===== src/cpu_alu_with_flags_unit_macros.svh =====
// Assertion macros used by the ALU top-level design file.
`ifndef CPU_ALU_WITH_FLAGS_UNIT_MACROS_SVH
`define CPU_ALU_WITH_FLAGS_UNIT_MACROS_SVH

`ifndef ASSERT_OFF
`define CAWF_ASSERT(lbl, prop, msg) \
    lbl: assert property (@(posedge clk) disable iff (!rst_n) (prop)) else $error(msg);
`define CAWF_ASSERT_ALWAYS(lbl, prop, msg) \
    lbl: assert property (@(posedge clk) (prop)) else $error(msg);
`else
`define CAWF_ASSERT(lbl, prop, msg)
`define CAWF_ASSERT_ALWAYS(lbl, prop, msg)
`endif

`endif


===== src/cawf_pkg.sv =====
package cawf_pkg;

    localparam int OpWidth   = 5;
    localparam int WordWidth = 16;
    localparam int ByteWidth = 8;
    localparam int IdxWidth  = 3;
    localparam int InWidth   = 40;
    localparam int OutWidth  = 24;

    typedef enum logic [OpWidth-1:0] {
        OP_ADD   = 5'd0,
        OP_ADC   = 5'd1,
        OP_SUB   = 5'd2,
        OP_SBC   = 5'd3,
        OP_AND   = 5'd4,
        OP_OR    = 5'd5,
        OP_XOR   = 5'd6,
        OP_CP    = 5'd7,
        OP_INC8  = 5'd8,
        OP_DEC8  = 5'd9,
        OP_RLC   = 5'd10,
        OP_RRC   = 5'd11,
        OP_RL    = 5'd12,
        OP_RR    = 5'd13,
        OP_SLA   = 5'd14,
        OP_SRA   = 5'd15,
        OP_SWAP  = 5'd16,
        OP_SRL   = 5'd17,
        OP_BIT   = 5'd18,
        OP_RES   = 5'd19,
        OP_SET   = 5'd20,
        OP_ADD16 = 5'd21,
        OP_INC16 = 5'd22,
        OP_DEC16 = 5'd23
    } op_t;

    typedef struct packed {
        logic z;
        logic n;
        logic h;
        logic c;
    } flags_t;

    typedef struct packed {
        logic [IdxWidth-1:0]  bit_index;
        logic [WordWidth-1:0] operand_y;
        logic [WordWidth-1:0] operand_x;
        logic [OpWidth-1:0]   req_type;
    } req_t;

    typedef struct packed {
        logic [WordWidth-1:0] value;
        logic                 writes_back;
        flags_t               flags;
    } res_t;

endpackage


===== src/cpu_alu_with_flags_unit.sv =====
// An accepted request waits in the input register until the output register is free,
// then its result is registered there. Throughput: one request per cycle while the
// output is not stalled; the stored flags are registered from the ALU and feed back to it.
// An empty input register takes a request while a finished result waits.
// Reset clears the flags and empties the input stage and the output stage.
`include "cpu_alu_with_flags_unit_macros.svh"

module cpu_alu_with_flags_unit
    import cawf_pkg::*;
(
    input  logic                clk,
    input  logic                rst_n,
    input  logic                s_axis_tvalid,
    output logic                s_axis_tready,
    // req_type[4:0], operand_x[20:5], operand_y[36:21], bit_index[39:37].
    input  logic [InWidth-1:0]  s_axis_tdata,
    output logic                m_axis_tvalid,
    input  logic                m_axis_tready,
    // result_value[15:0], writes_back[16], zero_out[17], subtract_out[18],
    // half_carry_out[19], carry_out[20], zero pad[23:21].
    output logic [OutWidth-1:0] m_axis_tdata
);

    req_t                in_data_reg;
    logic                in_valid_reg;
    logic                in_valid_next;
    flags_t              flag_reg;
    flags_t              flag_next;
    logic [OutWidth-1:0] out_data_reg;
    logic [OutWidth-1:0] out_data_next;
    logic                out_valid_reg;
    logic                out_valid_next;
    logic                out_free;
    logic                adv;
    res_t                alu_res;

    cawf_alu u_alu (
        .req      (in_data_reg),
        .flags_in (flag_reg),
        .res      (alu_res)
    );

    assign out_free      = !out_valid_reg || m_axis_tready;
    assign adv           = in_valid_reg && out_free;
    assign s_axis_tready = !in_valid_reg || out_free;

    always_comb
    begin
        in_valid_next  = in_valid_reg;
        out_valid_next = out_valid_reg;
        flag_next      = flag_reg;
        out_data_next  = out_data_reg;
        if (out_valid_reg && m_axis_tready)
        begin
            out_valid_next = 1'b0;
        end
        if (adv)
        begin
            in_valid_next  = 1'b0;
            out_valid_next = 1'b1;
            flag_next      = alu_res.flags;
            out_data_next  = {3'b000, alu_res.flags.c, alu_res.flags.h, alu_res.flags.n,
                              alu_res.flags.z, alu_res.writes_back, alu_res.value};
        end
        if (s_axis_tvalid && s_axis_tready)
        begin
            in_valid_next = 1'b1;
        end
    end

    always_ff @(posedge clk or negedge rst_n)
    begin
        if (!rst_n)
        begin
            in_valid_reg  <= 1'b0;
            out_valid_reg <= 1'b0;
            flag_reg      <= '0;
        end
        else
        begin
            in_valid_reg  <= in_valid_next;
            out_valid_reg <= out_valid_next;
            flag_reg      <= flag_next;
        end
    end

    always_ff @(posedge clk)
    begin
        if (s_axis_tvalid && s_axis_tready)
        begin
            in_data_reg <= s_axis_tdata;
        end
        out_data_reg <= out_data_next;
    end

    assign m_axis_tvalid = out_valid_reg;
    assign m_axis_tdata  = out_data_reg;

    `CAWF_ASSERT(a_take_fills_input, (s_axis_tvalid && s_axis_tready) |=> in_valid_reg,
                 "accepted request did not reach the input stage")
    `CAWF_ASSERT(a_flags_match_result, adv |=> (flag_reg == flags_t'({out_data_reg[17],
                 out_data_reg[18], out_data_reg[19], out_data_reg[20]})),
                 "stored flags differ from the flags of the last result")
    `CAWF_ASSERT(a_flags_hold, !adv |=> $stable(flag_reg),
                 "stored flags changed without a result")
    `CAWF_ASSERT(a_result_from_stage, (out_valid_reg && !$past(out_valid_reg)) |-> $past(adv),
                 "result appeared without an input request")

endmodule


===== src/cawf_alu.sv =====
module cawf_alu
    import cawf_pkg::*;
(
    input  req_t   req,
    input  flags_t flags_in,
    output res_t   res
);

    logic [ByteWidth-1:0] a;
    logic [ByteWidth-1:0] b;
    logic                 t;
    logic [ByteWidth:0]   sum9;
    logic [4:0]           hsum;
    logic [ByteWidth:0]   diff9;
    logic [4:0]           hdiff;
    logic [WordWidth:0]   sum17;
    logic [12:0]          sum13;
    logic [ByteWidth-1:0] r8;
    logic [ByteWidth-1:0] mask;

    always_comb
    begin
        a     = req.operand_x[ByteWidth-1:0];
        b     = req.operand_y[ByteWidth-1:0];
        t     = 1'b0;
        if (req.req_type == OP_ADC || req.req_type == OP_SBC)
        begin
            t = flags_in.c;
        end
        sum9  = {1'b0, a} + {1'b0, b} + {8'd0, t};
        hsum  = {1'b0, a[3:0]} + {1'b0, b[3:0]} + {4'd0, t};
        diff9 = {1'b0, a} - {1'b0, b} - {8'd0, t};
        hdiff = {1'b0, a[3:0]} - {1'b0, b[3:0]} - {4'd0, t};
        sum17 = {1'b0, req.operand_x} + {1'b0, req.operand_y};
        sum13 = {1'b0, req.operand_x[11:0]} + {1'b0, req.operand_y[11:0]};
        mask  = 8'(1) << req.bit_index;
        r8    = a;

        res.value       = req.operand_x;
        res.writes_back = 1'b1;
        res.flags       = flags_in;

        case (op_t'(req.req_type))
            OP_ADD, OP_ADC:
            begin
                r8        = sum9[ByteWidth-1:0];
                res.flags = '{z: (r8 == 8'd0), n: 1'b0, h: hsum[4], c: sum9[8]};
            end
            OP_SUB, OP_SBC, OP_CP:
            begin
                r8        = diff9[ByteWidth-1:0];
                res.flags = '{z: (r8 == 8'd0), n: 1'b1, h: hdiff[4], c: diff9[8]};
                if (req.req_type == OP_CP)
                begin
                    r8              = a;
                    res.writes_back = 1'b0;
                end
            end
            OP_AND:
            begin
                r8        = a & b;
                res.flags = '{z: (r8 == 8'd0), n: 1'b0, h: 1'b1, c: 1'b0};
            end
            OP_OR:
            begin
                r8        = a | b;
                res.flags = '{z: (r8 == 8'd0), n: 1'b0, h: 1'b0, c: 1'b0};
            end
            OP_XOR:
            begin
                r8        = a ^ b;
                res.flags = '{z: (r8 == 8'd0), n: 1'b0, h: 1'b0, c: 1'b0};
            end
            OP_INC8:
            begin
                r8        = a + 8'd1;
                res.flags = '{z: (r8 == 8'd0), n: 1'b0, h: (a[3:0] == 4'hF), c: flags_in.c};
            end
            OP_DEC8:
            begin
                r8        = a - 8'd1;
                res.flags = '{z: (r8 == 8'd0), n: 1'b1, h: (a[3:0] == 4'h0), c: flags_in.c};
            end
            OP_RLC:
            begin
                r8        = {a[6:0], a[7]};
                res.flags = '{z: (r8 == 8'd0), n: 1'b0, h: 1'b0, c: a[7]};
            end
            OP_RRC:
            begin
                r8        = {a[0], a[7:1]};
                res.flags = '{z: (r8 == 8'd0), n: 1'b0, h: 1'b0, c: a[0]};
            end
            OP_RL:
            begin
                r8        = {a[6:0], flags_in.c};
                res.flags = '{z: (r8 == 8'd0), n: 1'b0, h: 1'b0, c: a[7]};
            end
            OP_RR:
            begin
                r8        = {flags_in.c, a[7:1]};
                res.flags = '{z: (r8 == 8'd0), n: 1'b0, h: 1'b0, c: a[0]};
            end
            OP_SLA:
            begin
                r8        = {a[6:0], 1'b0};
                res.flags = '{z: (r8 == 8'd0), n: 1'b0, h: 1'b0, c: a[7]};
            end
            OP_SRA:
            begin
                r8        = {a[7], a[7:1]};
                res.flags = '{z: (r8 == 8'd0), n: 1'b0, h: 1'b0, c: a[0]};
            end
            OP_SWAP:
            begin
                r8        = {a[3:0], a[7:4]};
                res.flags = '{z: (r8 == 8'd0), n: 1'b0, h: 1'b0, c: 1'b0};
            end
            OP_SRL:
            begin
                r8        = {1'b0, a[7:1]};
                res.flags = '{z: (r8 == 8'd0), n: 1'b0, h: 1'b0, c: a[0]};
            end
            OP_BIT:
            begin
                r8              = a;
                res.writes_back = 1'b0;
                res.flags       = '{z: ((a & mask) == 8'd0), n: 1'b0, h: 1'b1, c: flags_in.c};
            end
            OP_RES:
            begin
                r8 = a & ~mask;
            end
            OP_SET:
            begin
                r8 = a | mask;
            end
            OP_ADD16:
            begin
                res.flags = '{z: flags_in.z, n: 1'b0, h: sum13[12], c: sum17[WordWidth]};
            end
            OP_INC16, OP_DEC16:
            begin
                r8 = a;
            end
            default:
            begin
                res.writes_back = 1'b0;
            end
        endcase

        case (op_t'(req.req_type))
            OP_ADD16:
            begin
                res.value = sum17[WordWidth-1:0];
            end
            OP_INC16:
            begin
                res.value = req.operand_x + 16'd1;
            end
            OP_DEC16:
            begin
                res.value = req.operand_x - 16'd1;
            end
            default:
            begin
                if (req.req_type <= OP_SET)
                begin
                    res.value = {8'd0, r8};
                end
            end
        endcase
    end

endmodule

===== config.mk =====
export PLATFORM = sky130hd
export DESIGN_NAME = cpu_alu_with_flags_unit
export DESIGN_NICKNAME = d
export VERILOG_FILES = /design/src/cawf_pkg.sv /design/src/cpu_alu_with_flags_unit.sv /design/src/cawf_alu.sv
export VERILOG_INCLUDE_DIRS = /design/src /design/src/src
export SDC_FILE = /design/constraint.sdc
export NUM_CORES = 1
export LEC_CHECK = 0
export BUFFER_PORTS_ARGS = -buffer_cell sky130_fd_sc_hd__buf_2
export CORE_ASPECT_RATIO = 0.6
export CORE_UTILIZATION = 37
export DETAILED_ROUTE_END_ITERATION = 12
export MAX_ROUTING_LAYER = met4
export PLACE_DENSITY = 0.62
export SLEW_MARGIN = 25
export SYNTH_ARGS = -nofsm -noshare
export SYNTH_HDL_FRONTEND = slang
export SYNTH_SLANG_ARGS = --single-unit
export TNS_END_PERCENT = 10

===== constraint.sdc =====
create_clock -name clk -period 5.15 [get_ports clk]
set_input_delay 1.2875 -clock clk [delete_from_list [all_inputs] [get_ports clk]]
set_output_delay 1.2875 -clock clk [all_outputs]
set_load 0.02 [all_outputs]

==> results.py <==
metrics = {
    "outcome": {
        "status": "complete, no violations",
    },
    "timing": {
        "tns_ps": 0,
        "grt_setup_unrepaired": "false",
        "worst_pin_slew_ps": 863.6,
        "clock_skew_ps": 5.919,
        "slew_violations": 0,
        "hold_violations": 0,
        "setup_violations": 0,
        "period_needed_ps": 4055,
        "clock.fmax_ghz": 0.2466,
        "period_share_pct": 78.74,
        "relSlewSlack_pct": 42.17,
    },
    "drt": {
        "antenna_left": 0,
        "first_iter_violations": 794,
        "drt_wl_total_um": 21950,
        "wl_per_cell_um": 21.99,
        "vias": 6153,
        "viasPerCell": 6.165,
        "drt_pass1_iterations": 6,
        "drc": 0,
    },
    "min_path": {
        "hold_path_class": "flop to flop",
    },
    "setup_path": {
        "critPathMaxFanout": 20,
        "cp-start-kind": "flop",
        "worstPathArrival_ps": 4150,
        "crit_type": "flop to flop",
        "required_ps": 5240,
        "end_kind": "flop",
    },
    "synth": {
        "yosysMostFrequentCell": "edfxtp_1",
        "synth_top_area_cell": "edfxtp_1",
        "synth.avg_cell_area_sq_um": 8.950,
        "yosys_register_bits": 67,
        "syn_area_sq_um": 6444,
        "yosys_warnings": 0,
        "async_flop_share_pct": 8.955,
        "synth_edf_count": 61,
        "synthCells": 720,
        "synth_top_cell_area_share_pct": 28.43,
        "synthTopCellsByCount": "61 x edfxtp_1, 56 x ha_1, 48 x nand2_1, 47 x a21oi_1, 47 x o21ai_0",
        "synth_cell_types": 79,
        "synth.area.top_cells": "edfxtp_1 28%, ha_1 11%, a21oi_1 3.7%",
        "ys_seq_area_share_pct": 30.76,
        "synth-main-ff-cell": "edfxtp_1",
    },
    "cells_and_area": {
        "layout-drive-gt1-share_pct": 15.32,
        "diodes": 0,
        "largest_register_ffs": 40,
        "syn2layout_area_growth_pct": 12.56,
        "nets": 871,
    },
    "global_routing": {
        "grt_pass1_wl_um": 33370,
        "grt_max_degree": 41,
        "grt_pass1_vias": 5389,
        "grt_usage_pct": 25.83,
        "grt_antenna_before_repair": 0,
        "grt_overflow": 0,
    },
    "power_and_ir_drop": {
        "ir_worst_vdd_v": 0.0001721,
        "power_mw": 1.910,
        "powerDensity_nw_per_um2": 263.3,
        "p_leak_nw": 2.924,
    },
    "die": {
        "rows": 36,
        "die_h_um": 104.2,
        "dieArea_sq_um": 17960,
        "io_pins": 70,
        "initial_core_util_pct": 38.77,
        "core-area_sq_um": 16620,
        "die_w_um": 172.4,
    },
    "cts": {
        "cts_tree": "yes",
        "cts_buffer_depth": 2,
        "root_buffer": "clkbuf_16",
        "cts.sinks": 67,
        "post_cts_buffers": 0,
        "hold_buffers": 0,
        "cts_resized": 0,
        "cts_max_level": 3,
        "cts_inserted_buffers": 9,
        "path_clk_slew_ps": 60,
        "clk_latency_ps": 350,
    },
    "place": {
        "place_congestion": 1.060,
        "port-buffer-count": 66,
        "dp_hpwl_um": 16570,
    },
    "run": {
        "max-cap-violations": 0,
    },
}
[routing by layer]
metal | track usage, % | routed length [um]
met4 | 4.362 | 162
met5 | - | 0
met1 | 41.26 | 10610
met2 | 28.54 | 7481
met3 | 10.50 | 3694
[cell type report]
type                            instances  area (sq um)
Multi-Input combinational cell        566          4100
Fill cell                            1645          9368
Tap cell                              228         285.3
Inverter                               42         157.7
Clock inverter                          3         20.02
Sequential cell                        67          1982
Timing Repair Buffer                   79         427.9
Clock buffer                           13         280.3
[worst max-delay path: stages, from the launching register on]
cell and delay [ps]:
edfxtp_1 750, and3b_1 370, and3_1 580, ha_1 390, a21o_1 190, a21oi_1 210
o21a_1 170, o21ai_0 130, a41oi_1 400, o21ai_0 170, xor2_1 160, a221o_1 290
[cell families (layout without fill, tap and decap cells)]
group | count (synthesis) | count (layout) | share of synthesized area, %
AO/OA/AOI/OAI | 232 | 232 | 24.74
XOR/XNOR | 37 | 37 | 5.029
adder cells (fa/ha/maj) | 62 | 62 | 12.74
buffers and inverters | 89 | 137 | 5.767
flip-flops | 67 | 67 | 30.76
multiplexers | 12 | 12 | 2.311
other | 1 | 3 | 0.05820
AND/OR/NAND/NOR | 220 | 220 | 18.60
[layout by cell type (no fill, tap or decap), types with 8 or more instances in the layout]
cell type	instances
a22oi_1	15
a221o_1	8
inv_1	42
nor2_1	44
a21o_1	13
and3_1	11
nand3_1	18
o221ai_1	10
buf_4	13
nor3_1	20
o21ai_0	47
xnor2_1	22
and2_1	11
a31oi_1	9
edfxtp_1	61
ha_1	56
xor2_1	15
clkbuf_16	9
nand4_1	12
a21oi_1	47
o21a_1	11
nor3b_1	8
nand2_1	48
buf_2	66
[per-stage QoR]
step                      setup slack [ps]  hold WS, ps  cell area [sq um]  utilization (%)  instances
after global placement                1276        469.6               6952            41.82        982
after global routing                 848.0        503.9               7253            43.64        998
after CTS                             1176        489.0               7252            43.63        998
after floorplan                       1419        449.0               6451                -        722
after detailed placement              1195        478.0               6952            41.82        982
final                                 1095        489.9               7253            43.64        998
[worst paths after layout]
path | start | end | slack [ps] | cells after the start
worst max-delay path | in_data_reg[2] | m_axis_tdata[12] | 1090 | 11
worst min-delay path | in_valid_reg | m_axis_tvalid | 490 | 1
worst max register to register | in_data_reg[2] | m_axis_tdata[12] | 1090 | 11
worst min register to register | in_valid_reg | m_axis_tvalid | 490 | 1
max in group asynchronous | rst_n | in_valid_reg | 4230 | 1
min in group asynchronous | rst_n | flag_reg[0] | 760 | 1
[power breakdown]
group	internal, mW	leakage [nW]	total (mW)	switching, mW
sequential	0.655	0.658	0.697	0.0423
clock	0.378	0.144	0.617	0.239
combinational	0.220	2.12	0.596	0.376
total	1.25	2.92	1.91	0.658
Note: power is estimated with default switching activity, not from simulation.
